$ cat src/hw/rtl/pthspi_pkg.sv
// pthspi_pkg: request and response types, register map, codes and the iir filter step
// for the pth sensor spi register device; depends on nothing
`default_nettype none

package pthspi_pkg;

	typedef struct packed {
		logic [1:0]  command;
		logic [7:0]  spi_byte;
		logic [19:0] temp_code;
		logic [19:0] press_code;
		logic [15:0] hum_code;
	} req_t;

	typedef struct packed {
		logic [7:0] read_byte;
		logic       write_error;
		logic       measured;
		logic [1:0] power_mode;
	} rsp_t;

	typedef enum logic [1:0] {
		MODE_OFF    = 2'd0,
		MODE_SLEEP  = 2'd1,
		MODE_NORMAL = 2'd2,
		MODE_FORCED = 2'd3
	} mode_t;

	localparam logic [1:0] CMD_BYTE    = 2'd0;
	localparam logic [1:0] CMD_RELEASE = 2'd1;
	localparam logic [1:0] CMD_TICK    = 2'd2;

	localparam logic [1:0] MREQ_SLEEP  = 2'b00;
	localparam logic [1:0] MREQ_NORMAL = 2'b11;

	localparam logic [7:0] SOFT_RESET_KEY = 8'hB6;
	localparam logic [7:0] CHIP_ID        = 8'h60;
	localparam logic [7:0] CONFIG_MASK    = 8'hFD;
	localparam logic [15:0] SKIPPED_CODE  = 16'h8000;
	localparam logic [19:0] WIDE_RESET    = 20'h80000;
	localparam logic [15:0] HUM_RESET     = 16'h8000;

	localparam logic [7:0] MAP_HUM_LSB    = 8'hFE;
	localparam logic [7:0] MAP_HUM_MSB    = 8'hFD;
	localparam logic [7:0] MAP_TEMP_XLSB  = 8'hFC;
	localparam logic [7:0] MAP_TEMP_LSB   = 8'hFB;
	localparam logic [7:0] MAP_TEMP_MSB   = 8'hFA;
	localparam logic [7:0] MAP_PRESS_XLSB = 8'hF9;
	localparam logic [7:0] MAP_PRESS_LSB  = 8'hF8;
	localparam logic [7:0] MAP_PRESS_MSB  = 8'hF7;
	localparam logic [7:0] MAP_CONFIG     = 8'hF5;
	localparam logic [7:0] MAP_CTRL_MEAS  = 8'hF4;
	localparam logic [7:0] MAP_STATUS     = 8'hF3;
	localparam logic [7:0] MAP_CTRL_HUM   = 8'hF2;
	localparam logic [7:0] MAP_RESET      = 8'hE0;
	localparam logic [7:0] MAP_ID         = 8'hD0;
	localparam logic [7:0] MAP_CAL0_FIRST = 8'h88;
	localparam logic [7:0] MAP_CAL0_LAST  = 8'hA1;
	localparam logic [7:0] MAP_CAL1_FIRST = 8'hE1;
	localparam logic [7:0] MAP_CAL1_LAST  = 8'hF0;

	// new = (old * (2^k - 1) + code) >> k, k = 0 passes the code through
	function automatic logic [19:0] iir_step(input logic [19:0] old, input logic [19:0] code,
			input logic [2:0] fsel);
		logic [2:0]  k;
		logic [24:0] prod;
		logic [24:0] acc;
		k = (fsel >= 3'd4) ? 3'd4 : fsel;
		prod = ({5'd0, old} << k) - {5'd0, old};
		acc = prod + {5'd0, code};
		acc = acc >> k;
		iir_step = acc[19:0];
	endfunction

endpackage

`default_nettype wire

$ cat src/hw/rtl/pthspi_core.sv
// pthspi_core: register file, spi address/data decode and power mode machine
// depends on pthspi_pkg; state moves only on advance
`default_nettype none

module pthspi_core (
	input  wire logic              clk,
	input  wire logic              arst_n,
	input  wire logic              advance,
	input  wire pthspi_pkg::req_t  req,
	output pthspi_pkg::rsp_t       rsp
);

	logic                phase_q, phase_n;
	logic                write_q, write_n;
	logic [7:0]          addr_q, addr_n;
	logic [7:0]          config_q, config_n;
	logic [7:0]          ctrl_meas_q, ctrl_meas_n;
	logic [7:0]          ctrl_hum_q, ctrl_hum_n;
	logic [19:0]         temp_q, temp_n;
	logic [19:0]         press_q, press_n;
	logic [15:0]         hum_q, hum_n;
	pthspi_pkg::mode_t   mode_q, mode_n, mode_tick;

	logic [7:0]          rd_addr;
	logic                rd_hit;
	logic [7:0]          rd_val;

	// mode machine next state for a tick
	always_comb begin
		mode_tick = mode_q;
		case (mode_q)
			pthspi_pkg::MODE_SLEEP: begin
				if (ctrl_meas_q[1:0] == pthspi_pkg::MREQ_NORMAL)
					mode_tick = pthspi_pkg::MODE_NORMAL;
				else if (ctrl_meas_q[1:0] != pthspi_pkg::MREQ_SLEEP)
					mode_tick = pthspi_pkg::MODE_FORCED;
				else
					mode_tick = pthspi_pkg::MODE_SLEEP;
			end
			pthspi_pkg::MODE_NORMAL: begin
				if (ctrl_meas_q[1:0] == pthspi_pkg::MREQ_SLEEP)
					mode_tick = pthspi_pkg::MODE_SLEEP;
				else if (ctrl_meas_q[1:0] == pthspi_pkg::MREQ_NORMAL)
					mode_tick = pthspi_pkg::MODE_NORMAL;
				else
					mode_tick = pthspi_pkg::MODE_FORCED;
			end
			pthspi_pkg::MODE_FORCED: mode_tick = pthspi_pkg::MODE_SLEEP;
			default: mode_tick = pthspi_pkg::MODE_OFF;
		endcase
	end

	// read map
	assign rd_addr = phase_q ? addr_q : {1'b1, req.spi_byte[6:0]};

	always_comb begin
		rd_hit = 1'b1;
		rd_val = '0;
		case (rd_addr)
			pthspi_pkg::MAP_HUM_LSB:    rd_val = hum_q[7:0];
			pthspi_pkg::MAP_HUM_MSB:    rd_val = hum_q[15:8];
			pthspi_pkg::MAP_TEMP_XLSB:  rd_val = {temp_q[3:0], 4'd0};
			pthspi_pkg::MAP_TEMP_LSB:   rd_val = temp_q[11:4];
			pthspi_pkg::MAP_TEMP_MSB:   rd_val = temp_q[19:12];
			pthspi_pkg::MAP_PRESS_XLSB: rd_val = {press_q[3:0], 4'd0};
			pthspi_pkg::MAP_PRESS_LSB:  rd_val = press_q[11:4];
			pthspi_pkg::MAP_PRESS_MSB:  rd_val = press_q[19:12];
			pthspi_pkg::MAP_CONFIG:     rd_val = config_q;
			pthspi_pkg::MAP_CTRL_MEAS:  rd_val = ctrl_meas_q;
			pthspi_pkg::MAP_STATUS:     rd_val = '0;
			pthspi_pkg::MAP_CTRL_HUM:   rd_val = ctrl_hum_q;
			pthspi_pkg::MAP_RESET:      rd_val = '0;
			pthspi_pkg::MAP_ID:         rd_val = pthspi_pkg::CHIP_ID;
			default: begin
				rd_hit = ((rd_addr >= pthspi_pkg::MAP_CAL0_FIRST)
					&& (rd_addr <= pthspi_pkg::MAP_CAL0_LAST))
					|| ((rd_addr >= pthspi_pkg::MAP_CAL1_FIRST)
					&& (rd_addr <= pthspi_pkg::MAP_CAL1_LAST));
			end
		endcase
	end

	// request decode and response
	always_comb begin
		logic do_read;
		logic soft_rst;
		do_read = 1'b0;
		soft_rst = 1'b0;
		phase_n = phase_q;
		write_n = write_q;
		addr_n = addr_q;
		config_n = config_q;
		ctrl_meas_n = ctrl_meas_q;
		ctrl_hum_n = ctrl_hum_q;
		temp_n = temp_q;
		press_n = press_q;
		hum_n = hum_q;
		mode_n = mode_q;
		rsp = '0;
		case (req.command)
			pthspi_pkg::CMD_BYTE: begin
				if (!phase_q) begin
					addr_n = rd_addr;
					write_n = !req.spi_byte[7];
					phase_n = 1'b1;
					do_read = req.spi_byte[7];
				end else if (write_q) begin
					phase_n = 1'b0;
					case (addr_q)
						pthspi_pkg::MAP_CONFIG:
							config_n = req.spi_byte & pthspi_pkg::CONFIG_MASK;
						pthspi_pkg::MAP_CTRL_HUM:  ctrl_hum_n = req.spi_byte;
						pthspi_pkg::MAP_CTRL_MEAS: ctrl_meas_n = req.spi_byte;
						pthspi_pkg::MAP_RESET:
							soft_rst = (req.spi_byte == pthspi_pkg::SOFT_RESET_KEY);
						default: rsp.write_error = 1'b1;
					endcase
				end else begin
					do_read = 1'b1;
				end
				if (do_read && rd_hit) begin
					rsp.read_byte = rd_val;
					addr_n = rd_addr + 8'd1;
				end
			end
			pthspi_pkg::CMD_RELEASE: phase_n = 1'b0;
			pthspi_pkg::CMD_TICK: begin
				mode_n = mode_tick;
				if (mode_tick == pthspi_pkg::MODE_FORCED)
					ctrl_meas_n[1:0] = 2'b00;
				if (mode_tick == pthspi_pkg::MODE_NORMAL
						|| mode_tick == pthspi_pkg::MODE_FORCED) begin
					rsp.measured = 1'b1;
					temp_n = (ctrl_meas_q[7:5] == 3'd0) ? {4'd0, pthspi_pkg::SKIPPED_CODE}
						: pthspi_pkg::iir_step(temp_q, req.temp_code, config_q[4:2]);
					press_n = (ctrl_meas_q[4:2] == 3'd0) ? {4'd0, pthspi_pkg::SKIPPED_CODE}
						: pthspi_pkg::iir_step(press_q, req.press_code, config_q[4:2]);
					hum_n = (ctrl_hum_q[2:0] == 3'd0) ? pthspi_pkg::SKIPPED_CODE
						: req.hum_code;
				end
			end
			default: ;
		endcase
		if (soft_rst) begin
			phase_n = 1'b0;
			write_n = 1'b0;
			addr_n = '0;
			config_n = '0;
			ctrl_meas_n = '0;
			ctrl_hum_n = '0;
			temp_n = pthspi_pkg::WIDE_RESET;
			press_n = pthspi_pkg::WIDE_RESET;
			hum_n = pthspi_pkg::HUM_RESET;
			mode_n = pthspi_pkg::MODE_SLEEP;
		end
		rsp.power_mode = 2'(mode_n);
	end

	always_ff @(posedge clk or negedge arst_n) begin
		if (!arst_n) begin
			phase_q <= 1'b0;
			write_q <= 1'b0;
			addr_q <= '0;
			config_q <= '0;
			ctrl_meas_q <= '0;
			ctrl_hum_q <= '0;
			temp_q <= pthspi_pkg::WIDE_RESET;
			press_q <= pthspi_pkg::WIDE_RESET;
			hum_q <= pthspi_pkg::HUM_RESET;
			mode_q <= pthspi_pkg::MODE_SLEEP;
		end else if (advance) begin
			phase_q <= phase_n;
			write_q <= write_n;
			addr_q <= addr_n;
			config_q <= config_n;
			ctrl_meas_q <= ctrl_meas_n;
			ctrl_hum_q <= ctrl_hum_n;
			temp_q <= temp_n;
			press_q <= press_n;
			hum_q <= hum_n;
			mode_q <= mode_n;
		end
	end

	a_forced_ends: assert property (@(posedge clk) disable iff (!arst_n)
		advance && req.command == pthspi_pkg::CMD_TICK && mode_q == pthspi_pkg::MODE_FORCED
		|=> mode_q == pthspi_pkg::MODE_SLEEP)
		else $error("forced mode did not fall back to sleep");

	a_forced_clears_req: assert property (@(posedge clk) disable iff (!arst_n)
		advance && req.command == pthspi_pkg::CMD_TICK
		|=> mode_q != pthspi_pkg::MODE_FORCED || ctrl_meas_q[1:0] == 2'b00)
		else $error("mode request bits left set after forced entry");

	a_addr_mapped_half: assert property (@(posedge clk) disable iff (!arst_n)
		phase_q |-> addr_q[7])
		else $error("active address below 0x80 in data phase");

endmodule

`default_nettype wire

$ cat src/hw/rtl/pth_sensor_spi_register_device.sv
// pth_sensor_spi_register_device: top level with input register and response register
// depends on pthspi_pkg and pthspi_core
`default_nettype none

// Takes one request per cycle while cmd_stall is low (spi byte, chip select release or
// measurement tick) and returns one response per request: the request is held in an input
// register, decoded against the register file and mode machine in one pass, and the
// response lands in an output register. Back pressure on the response side stalls the
// request side only when both registers are full.
// Reset leaves the device in sleep mode with the result registers at 0x80000 / 0x8000.
module pth_sensor_spi_register_device (
	input  wire logic              clk,
	input  wire logic              arst_n,
	input  wire logic              cmd_valid,
	output logic                   cmd_stall,
	input  wire pthspi_pkg::req_t  cmd,
	output logic                   rsp_valid,
	input  wire logic              rsp_stall,
	output pthspi_pkg::rsp_t       rsp
);

	logic              valid_s1;
	pthspi_pkg::req_t  req_s1;
	logic              valid_s2;
	pthspi_pkg::rsp_t  rsp_s2;
	pthspi_pkg::rsp_t  core_rsp;
	logic              out_free;
	logic              advance;

	assign out_free = !valid_s2 || !rsp_stall;
	assign advance = valid_s1 && out_free;
	assign cmd_stall = valid_s1 && !out_free;

	always_ff @(posedge clk or negedge arst_n) begin
		if (!arst_n) begin
			valid_s1 <= 1'b0;
			valid_s2 <= 1'b0;
		end else begin
			if (!cmd_stall)
				valid_s1 <= cmd_valid;
			if (out_free)
				valid_s2 <= valid_s1;
		end
	end

	always_ff @(posedge clk) begin
		if (cmd_valid && !cmd_stall)
			req_s1 <= cmd;
		if (advance)
			rsp_s2 <= core_rsp;
	end

	pthspi_core u_core (
		.clk     (clk),
		.arst_n  (arst_n),
		.advance (advance),
		.req     (req_s1),
		.rsp     (core_rsp)
	);

	assign rsp_valid = valid_s2;
	assign rsp = rsp_s2;

	a_stall_only_full: assert property (@(posedge clk) disable iff (!arst_n)
		cmd_stall |-> valid_s1 && valid_s2)
		else $error("request stalled with a free register");

	a_never_off: assert property (@(posedge clk) disable iff (!arst_n)
		rsp_valid |-> rsp.power_mode != 2'(pthspi_pkg::MODE_OFF))
		else $error("power mode off reported");

	a_tick_quiet: assert property (@(posedge clk) disable iff (!arst_n)
		rsp_valid && rsp.measured |-> rsp.read_byte == 8'd0 && !rsp.write_error)
		else $error("measurement response carries spi data");

endmodule

`default_nettype wire

$ cat config.mk
export PLATFORM = sky130hd
export DESIGN_NAME = pth_sensor_spi_register_device
export DESIGN_NICKNAME = d
export VERILOG_FILES = /design/src/hw/rtl/pthspi_pkg.sv /design/src/hw/rtl/pthspi_core.sv /design/src/hw/rtl/pth_sensor_spi_register_device.sv
export SDC_FILE = /design/constraint.sdc
export NUM_CORES = 1
export LEC_CHECK = 0
export BUFFER_PORTS_ARGS = -buffer_cell sky130_fd_sc_hd__buf_2
export CORE_ASPECT_RATIO = 0.8
export CORE_UTILIZATION = 56
export DETAILED_ROUTE_END_ITERATION = 6
export HOLD_SLACK_MARGIN = 0.15
export PLACE_DENSITY_LB_ADDON = 0.25
export SYNTH_ARGS = -nofsm -noshare
export SYNTH_HDL_FRONTEND = slang
export SYNTH_HIERARCHICAL = 1
export SYNTH_SLANG_ARGS = --single-unit
$ cat constraint.sdc
create_clock -name clk -period 5.5 [get_ports clk]
set_clock_uncertainty 0.05 [all_clocks]
set_input_delay 0.275 -clock clk [delete_from_list [all_inputs] [get_ports clk]]
set_output_delay 0.275 -clock clk [all_outputs]
set_load 0.005 [all_outputs]
Yosys cells after proc, flatten, opt, wreduce, memory -nomap -nowiden
Index checks and enable logic that the tools add are counted.
W data, S select, Z words.
Storage, ports and cells
  bits in latches: 0
  bits in writable memories: 0
  output and inout bits: 14
  bits in registers: 172
  ROM bits: 0
  memories: 0
  bits of input ports: 70
  word-level logic and storage cells: 170
Cells by class
  $mul: 0
  reduce and logical (&&, ||, !) cells: 42
  div/mod/pow operators: 0
  multiplexer cells: 59
  shifts and indexed selects: 4
  add/subtract/negate cells: 5
  magnitude comparators: 5
  eq/ne operators: 33
  bitwise logic cells: 0
Operators by type and width (count)
  $mux W20: 8
  $eq A8 B8 Y1 const B: 19
  $mux W8: 19
  $pmux W8 S12: 1
  $mux W16: 4
  $add A25 B20 Y25: 2
  $shl A20 B3 Y25: 2
  $shr A25 B3 Y20: 2
  $sub A25 B20 Y25: 2
  $reduce_bool A2 Y1: 9
  $ge A8 B8 Y1 const B: 2
  $le A8 B8 Y1 const B: 2
  $mux W1: 16
  $reduce_and A5 Y1: 3
  $reduce_or A14 Y1: 1
  $eq A2 B2 Y1 const B: 6
  $mux W2: 6
  $reduce_and A3 Y1: 4
  $logic_not A3 Y1: 3
  $ne A3 B1 Y1 const B: 3
  $add A8 B1 Y8 const B: 1
  $logic_and A1 B1 Y1: 6
  $mux W6: 1
  $pmux W2 S3: 1
  other kinds (15): 25

Logic depth before layout (Yosys ltp)
Gate-level depths: netlist of run 1.
  depth in word-level cells: 10
  gate-level depth with buffers: 21
  gate-level depth less buffers: 18

Cells and area by module
The synthesis of run 1 kept the hierarchy.
Modules (own cells, without submodules)
  pthspi_core: area each 11019.3 µm², times used 1, cells an instance 1423, sequential area each 2282.2 µm²
  pth_sensor_spi_register_device: area each 2434.8 µm², times used 1, cells an instance 86, sequential area each 2392.3 µm²

Least setup slack after synthesis of run 1
OpenSTA, ideal clock, no wires.
  path kind: flip-flop to flip-flop
  start point: register u_core.config_q[2]
  end point: register u_core.press_q[17]
  buffers on the path: 5
  library setup time: 0.124 ns
  arrival time: 4.835 ns
  clock period less this slack: 5.009 ns
  path slack: 0.491 ns
  stages on the path, launching flop included: 22
  cell sequence: dfrtp_1 -> clkbuf_1 -> and2b_1 -> clkbuf_1 -> clkbuf_1 -> clkbuf_1 -> nand2_1 -> a311oi_1 -> a21oi_1 -> fa_1 -> inv_1 -> ha_1 -> buf_2 -> a211o_1 -> a31o_2 -> a21oi_2 -> o31ai_1 -> a41oi_2 -> xor2_1 -> o21ai_0 -> a21o_1 -> a211o_1
Between the ends
  word-level cells in the longest chain between the ends: 10
Ends and longest elaborated chain
  start: declaration: RTL line pthspi_core.sv:16  | logic [7:0] config_q, config_n;
  start signal: assignment: RTL line pthspi_core.sv:175  | config_q <= config_n;
  $ge A3 B3 Y1: RTL line pthspi_pkg.sv:68  | k = (fsel >= 3'd4) ? 3'd4 : fsel;
  $mux W3 *: RTL line pthspi_pkg.sv:68
  $shl A20 B3 Y25: RTL line pthspi_pkg.sv:69  | prod = ({5'd0, old} << k) - {5'd0, old};
  $sub A25 B20 Y25: RTL line pthspi_pkg.sv:69
  $add A25 B20 Y25: RTL line pthspi_pkg.sv:70  | acc = prod + {5'd0, code};
  $shr A25 B3 Y20 *: RTL line pthspi_pkg.sv:71  | acc = acc >> k;
  $mux W20 *: RTL line pthspi_core.sv:136  | press_n = (ctrl_meas_q[4:2] == 3'd0) ? {4'd0, pthspi_pkg::SKIPPED_CODE}
  $mux W20 *: RTL line pthspi_core.sv:131  | if (mode_tick == pthspi_pkg::MODE_NORMAL
  $mux W20 *: RTL line pthspi_core.sv:100  | case (req.command)
  $mux W20 *: RTL line pthspi_core.sv:144  | if (soft_rst) begin
  end signal: assignment: RTL line pthspi_core.sv:168  | press_q <= pthspi_pkg::WIDE_RESET;
  end signal: assignment: RTL line pthspi_core.sv:179  | press_q <= press_n;
  end: declaration: RTL line pthspi_core.sv:20  | logic [19:0] press_q, press_n;
Every way passes the cells marked *; elsewhere a longest branch is shown, timed or not. The select of a mux whose other input is x is not followed.
A chain may end at the register's enable or synchronous reset.

Final worst setup path of run 1
  start point: register u_core.config_q[4]
  end point: register u_core.press_q[17]
The elaborated chain is that of the path after synthesis.

==> results of run 1 <==
[repair_timing]
| action | CTS | global route |
|---|---|---|
| setup endpoints to repair | 0 | 0 |
| hold buffers | 70 | 0 |
| endpoints found under the hold margin | 118 | 0 |
| setup buffers | 0 | 0 |
[layer usage]
layer  GRT usage (%)  share of wire [%]  up-vias
met5               0                  0        -
met4            9.43                2.4        0
met3            8.06                 11       76
met2            48.1                 42      735
met1            50.9                 45     5838
li1                -                  -     5710
[report_power, final]
group          switching [µW]  total (µW)  internal [µW]
combinational             567         938            371
sequential                113        1530           1420
clock                     640        1260            625
total                    1320        3730           2410
[synthesized netlist by cell type, types with 12 or more instances]
cell      count
nand2_1     208
xnor2_1      28
a21oi_1     106
a21o_1       23
fa_1         40
nand4_1      14
a211oi_1     40
and3_1       16
o221ai_1     12
edfxtp_1     78
inv_1       140
a311oi_1     22
ha_1         55
mux2_2       16
mux2i_1      44
xor2_1       22
nor2b_1      26
dfrtp_1      89
a22o_1       22
o21ai_0      84
nor3_1       18
clkbuf_1     70
nand3_1      24
nor2_1       83
a22oi_1      36
[final cells by class]
| class | instances | share of cell area (%) |
|---|---|---|
| Clock buffer | 17 | 2.76 |
| Clock inverter | 15 | 1.25 |
| Inverter | 141 | 3.43 |
| Multi-Input combinational cell | 1111 | 51.2 |
| Sequential cell | 171 | 30.3 |
| Tap cell | 312 | 2.53 |
| Timing Repair Buffer | 178 | 8.55 |
[registers in the layout (all words and copies together), names as in the netlist]
| signal | flops |
|---|---|
| u_core/phase_q | 1 |
| u_core/config_q | 7 |
| u_core/ctrl_meas_q | 8 |
| rsp_valid | 1 |
| valid_s1 | 1 |
| u_core/ctrl_hum_q | 8 |
| u_core/hum_q | 16 |
| rsp | 12 |
| u_core/write_q | 1 |
| u_core/temp_q | 20 |
| u_core/addr_q | 8 |
| req_s1 | 66 |
| u_core/press_q | 20 |
| u_core/mode_q | 2 |
[worst min-delay path by stage]
stage / startpoint / endpoint / slack (ns) / depth (start not counted)
global placement: arst_n / valid_s1$_DFFE_PN0N_ / 0.34 / 1
floorplan: arst_n / rsp_valid$_DFFE_PN0P_ / -0.07 / 0
finish: arst_n / u_core/addr_q[5]$_DFFE_PN0P_ / 0.38 / 2
detailed placement: arst_n / rsp_valid$_DFFE_PN0P_ / 0.34 / 1
CTS: arst_n / u_core/temp_q[3]$_DFFE_PN0P_ / 0.41 / 2
global route: req_s1[7]$_DFFE_PP_ / u_core/hum_q[7]$_DFFE_PN0P_ / 0.43 / 1
[cells by family (layout without fill, tap and decap cells)]
logic type	after synthesis	count (layout)	share of synthesized area [%]
compound gates	463	463	23.9
simple gates	439	439	15.0
buf+inv	227	351	6.74
flops	171	171	34.7
fa+ha+maj	95	95	11.1
mux	64	64	5.28
xor+xnor	50	50	3.25
[metrics by stage]
step	instances	cell area (µm²)	hold WS, ns	power (µW)
after floorplan	1509	13500	-0.0706	2160
after global placement	1843	14100	0.341	2400
after detailed placement	1843	14100	0.344	2410
after CTS	1945	15400	0.408	3720
after global routing	1945	15400	0.429	3900
final	1945	15400	0.385	3730
==> flow_summary.yaml, run 1 <==
worst_setup_path:
  critPathMaxFanout: 20
  critical-path-max-stage-delay_ns: 0.56
  setup.worst_path.start_class: "flop"
  timing.critical_path.slowest_stage_cell: "o31ai_1"
  timing.critical_path.buf_inv: 3
  crit_start: "u_core/config_q[4]$_DFFE_PN0P_"
  crit_path_end: "u_core/press_q[17]$_DFFE_PN0P_"
  critical_path_rt_ns: 5.78
  cp_cell_sequence: "and2b_2 -> buf_4 -> buf_4 -> nand2_1 -> a311oi_1 -> a21oi_1 -> fa_1 -> inv_1 -> ha_1 -> a21oi_1 -> a21boi_0 -> o31ai_1 -> a41oi_2 -> xor2_1 -> o21ai_0 -> a21o_1 -> a211o_1"
  classification_of_the_worst_setup_path: "flop to flop"
  r2r.worst_path.cells: 17
  cpLargestDelayFamily: "compound AO/OA/AOI/OAI gates"
  worst-r2r-setup-slack_ns: 0.49
  worst_setup_path_end_kind: "flop"
  worstSetupPathDepth: 17
  critical_path.reg2reg.endpoint: "u_core/press_q[17]$_DFFE_PN0P_"
  cp.arrival_ns: 5.29
  critical_path.reg2reg.startpoint: "u_core/config_q[4]$_DFFE_PN0P_"
route:
  drc_errors: 0
  detail_route.iter0.violations: 1317
  viasPerCell: 6.35
  dr.pass1.iters: 7
  drt-total-wl_mm: 40.9
  detail_route.wl_per_cell_um: 21.0
  ant_nets: 0
  via_count: 12400
floorplanning:
  design.core.area_um2: 23500
  fp.dieArea_um2: 24700
  floorplan.initialDensity_pct: 57.3
  floorplan.die.width_um: 175
  pin_count: 84
  core.rowCount: 50
  fp.dieH_um: 141
clock_tree:
  htree_levels: 4
  post_cts.resized_instances: 0
  clockBufferDepth: 2
  clock_tree.root_cell: "clkbuf_16"
  clock_latency_ns: 0.45
  cts_tree: "yes"
  cts_buffers: 17
  clkSlewWorstSetupHoldPaths_ns: 0.09
  cts.sinks: 171
grt:
  grt_pass1_wl_mm: 64.5
  groute.usage.overall_pct: 33.8
  global_route.overflow_total: 0
  antenna_found_initial: 0
  grt_max_degree: 72
  grt_pass1_vias: 11500
cells_and_area:
  commonest_cells_after_routing_fill_and_taps_aside: "nand2_1 (207), inv_1 (140), a21oi_1 (106)"
  commonest_non_fill_non_tap_cell_in_the_layout: "nand2_1"
  layout.core_utilization_pct: 65.8
  multi_input_comb_area_um2: 7890
  antenna_cells_inserted: 0
  area_growth_syn_to_layout_pct: 14.7
  drive_gt1_share_pct: 11.8
  nets: 1785
  area.sequential_um2: 4680
  filler_cell_count: 1948
place:
  post-dp-hpwl_mm: 28.8
  io_buffer_count: 83
  globalplace.congestion: 0.959
  placement.setup.worst_slack_ns: 0.600
synthesis:
  yosysWarnings: 6
  synth-edff-count: 78
  ys_ff_latch: 171
  post_synth_instance_area_um2: 13500
  synthesis.instances: 1509
  yosys.area.top_type_share_pct: 17.4
  yosysSeqAreaShare_pct: 34.7
  synth_top_area_cell: "edfxtp_1"
  synth.net_count: 1674
  ys_top_cells_by_area: "edfxtp_1 (17%), dfrtp_1 (17%), fa_1 (6.0%)"
  dominantRegCellSynth: "dfrtp_1"
  post_synthesis_async_set_or_reset_flop_share_pct: 54.4
  syn-mean-instance-area_um2: 8.92
  synth.lib_cells_used.distinct: 89
timing:
  tightestPinTransition_ns: 0.977
  hold_violations: 0
  period_needed_ns: 5.01
  finalSetupTns_ns: 0
  slew_headroom_pct: 34.7
  rsz_0062_raised_after_global_routing: "no"
  final_max_slew_viol_count: 0
  finalSetupViolations: 0
  layout_worst_path_cycle_share_pct: 91.1
  final.setup.worst_slack_ns: 0.488
  max_freq_mhz: 200
hold_path:
  min_path_type: "input pin to async pin"
power_and_ir_drop:
  vdd.ir_drop.worst_mv: 0.271
  pwr_density_cell_nw_per_um2: 242
  leakagePower_uw: 0.00655
run_status:
  run_status: "finished clean"
job:
  cap_violations: 0
No activity file was read; power rests on OpenSTA's default activity.
==> inputs of run 2 (changes only) <==
--- a/config.mk
+++ b/config.mk
@@ -7,2 +7,3 @@
 export LEC_CHECK = 0
+export ABC_AREA = 1
 export BUFFER_PORTS_ARGS = -buffer_cell sky130_fd_sc_hd__buf_2
--- a/constraint.sdc
+++ b/constraint.sdc
@@ -4,2 +4,2 @@
 set_output_delay 0.275 -clock clk [all_outputs]
-set_load 0.005 [all_outputs]
+set_load 0.02 [all_outputs]
==> run 2 against run 1 <==
Against the previous run: fmax is 9.1% higher; total power rose to 2.8 times the previous value; critical path depth increased by 2; non-clock buffer count decreased by 12; synthesized cell count rose by 30%; count of clock-buffer cells in the layout unchanged; wire length up 8.4%; global-route usage is 2.0 points higher; hold slack lost 0.18 ns; utilization is 0.49 points lower; final area increased by 2.9%; synthesized area increased by 3.2%; highest routed layer unchanged.
==> flow_summary.yaml, run 2 <==
timing:
  max_freq_mhz: 218
  layout_worst_path_cycle_share_pct: 83.5
  hold-worst-slack_ns: 0.209
  finalSetupTns_ns: 0
  rsz_0062_raised_after_global_routing: "no"
  tightestPinTransition_ns: 1.26
  period_needed_ns: 4.59
  finalSetupViolations: 0
  slew_headroom_pct: 15.5
  final.setup.worst_slack_ns: 0.906
  hold_violations: 0
  final_max_slew_viol_count: 0
synthesis:
  synth_top_area_cell: "edfxtp_1"
  yosysSeqAreaShare_pct: 33.7
  synthesis.instances: 1955
  yosys.area.top_type_share_pct: 16.9
  post_synthesis_async_set_or_reset_flop_share_pct: 54.4
  yosysWarnings: 6
  synth.lib_cells_used.distinct: 55
  ys_ff_latch: 171
  yosysMostFrequentCell: "nand2_1"
  post_synth_instance_area_um2: 13900
  syn-mean-instance-area_um2: 7.10
  ys_top_cells_by_count: "nand2_1 (511), inv_1 (343), nand3_1 (166), o21ai_0 (164), nor2_1 (111)"
  synth-edff-count: 78
  dominantRegCellSynth: "dfrtp_1"
  ys_top_cells_by_area: "edfxtp_1 (17%), dfrtp_1 (16%), nand2_1 (14%)"
  synth.net_count: 2120
route:
  dr.pass1.iters: 6
  drc_errors: 0
  via_count: 14000
  drt-total-wl_mm: 44.3
  detail_route.iter0.violations: 1744
  viasPerCell: 5.80
  detail_route.wl_per_cell_um: 18.4
  ant_nets: 0
cells_and_area:
  commonest_non_fill_non_tap_cell_in_the_layout: "nand2_1"
  registers.top_by_ff_count: "req_s1"
  drive_gt1_share_pct: 8.28
  antenna_cells_inserted: 0
  nets: 2241
  commonest_cells_after_routing_fill_and_taps_aside: "nand2_1 (510), inv_1 (342), nand3_1 (166)"
  post-route-cell-area_um2: 15900
  largest_register_ffs: 66
  multi_input_comb_area_um2: 7640
  layout.core_utilization_pct: 65.3
  largest_registers_in_the_final_layout: "req_s1 (66), u_core/press_q (20), u_core/temp_q (20)"
  area.sequential_um2: 4680
  area_growth_syn_to_layout_pct: 14.3
  filler_cell_count: 2170
floorplanning:
  floorplan.die.width_um: 178
  core.rowCount: 51
  fp.dieH_um: 143
  design.core.area_um2: 24300
  floorplan.initialDensity_pct: 57.1
  fp.dieArea_um2: 25400
  pin_count: 84
place:
  placement.setup.worst_slack_ns: 1.21
  globalplace.congestion: 1.00
  placed_cell_area_um2: 14500
  post-dp-hpwl_mm: 32.8
  io_buffer_count: 83
grt:
  global_route.overflow_total: 0
  groute.usage.overall_pct: 35.8
  grt_pass1_wl_mm: 69.6
  antenna_found_initial: 0
  grt_pass1_vias: 13000
  grt_max_degree: 123
clock_tree:
  clock_latency_ns: 0.45
  clkSlewWorstSetupHoldPaths_ns: 0.08
  cts.sinks: 171
  htree_levels: 4
  clockBufferDepth: 2
  clock_tree.root_cell: "clkbuf_16"
  cts_buffers: 17
  cts_tree: "yes"
  postCtsSetupRepairBufs: 0
run_status:
  run_status: "finished clean"
power_and_ir_drop:
  leakagePower_uw: 0.00779
  pwr_density_cell_nw_per_um2: 647
  vdd.ir_drop.worst_mv: 0.319
job:
  cap_violations: 0
worst_setup_path:
  critPathMaxFanout: 30
  setup.worst_path.start_class: "flop"
  worst_setup_path_end_kind: "flop"
  cp.arrival_ns: 4.92
  critical_path_rt_ns: 5.83
  classification_of_the_worst_setup_path: "flop to flop"
hold_path:
  min_path_type: "input pin to async pin"
[run 2: cell count changes after synthesis, moves of 35 or more]
cell,delta
a211oi_1,-36
a22oi_1,-35
inv_1,+203
mux2i_1,-42
nand2_1,+303
nand3_1,+142
nand4_1,+36
o21ai_0,+80
o22ai_1,+52
[run 2: metal layers]
metal	global-route usage [%]	up-vias	share of wire, %
li1	-	6659	-
met3	7.19	96	11
met2	50.8	827	41
met4	12.3	0	2.8
met5	0	-	0
met1	53.8	6380	45
[run 2: layout make-up]
cell class,count,share of cell area [%]
clock buffers,17,2.68
clock inverters,15,1.29
inverters,346,8.18
multi-input cells,1374,48.1
flip-flops and latches,171,29.5
well taps,318,2.51
repair buffers,166,7.74
[run 2: what timing repair did]
action                    CTS  global route
hold endpoints to repair   87             0
hold buffers               70             0
resized for setup           0             0
[run 2: kinds of logic after synthesis]
logic type	count (synthesis)	share of synthesized area (%)
simple gates	901	28.2
buf+inv	410	11.4
compound gates	351	14.2
flops	171	33.7
fa+ha+maj	95	10.7
xor+xnor	25	1.58
mux	2	0.144
[run 2: power breakdown]
part	internal (µW)	total, µW	switching (µW)
logic	2310	7110	4800
registers	1600	1880	274
clock network	630	1290	657
total	4540	10300	5730
[run 2: critical path: stages, from the launching register on]
cell,delay [ns]
dfrtp_2,0.37
buf_4,0.33
nor2_4,0.07
inv_1,0.44
buf_4,0.29
nor2_1,0.06
a221oi_1,0.35
fa_1,0.48
inv_1,0.07
ha_1,0.27
nand2_1,0.16
inv_1,0.06
nand2_1,0.06
nand3_1,0.18
xnor2_1,0.20
o21ai_0,0.42
o21ai_0,0.17
a21oi_1,0.28
o21ai_0,0.13
nand2_1,0.07
[run 2: through the flow]
| stage | total power [µW] | std cells |
|---|---|---|
| finish | 10300 | 2407 |
| global route | 11200 | 2407 |
| CTS | 10100 | 2407 |
| detailed placement | 8690 | 2305 |
| global placement | 8610 | 2305 |
| floorplan | 6910 | 1955 |
[run 2: final timing paths]
check	from	to	slack, ns	cells after the start
max	u_core/config_q[4]$_DFFE_PN0P_	u_core/press_q[6]$_DFFE_PN0P_	0.91	19
min	arst_n	u_core/addr_q[1]$_DFFE_PN0P_	0.21	2
max reg2reg	u_core/config_q[4]$_DFFE_PN0P_	u_core/press_q[6]$_DFFE_PN0P_	0.91	19
min reg2reg	req_s1[13]$_DFFE_PP_	u_core/hum_q[13]$_DFFE_PN0P_	0.44	2
max in group asynchronous	arst_n	u_core/config_q[4]$_DFFE_PN0P_	3.87	3
min in group clk	req_s1[13]$_DFFE_PP_	u_core/hum_q[13]$_DFFE_PN0P_	0.44	2
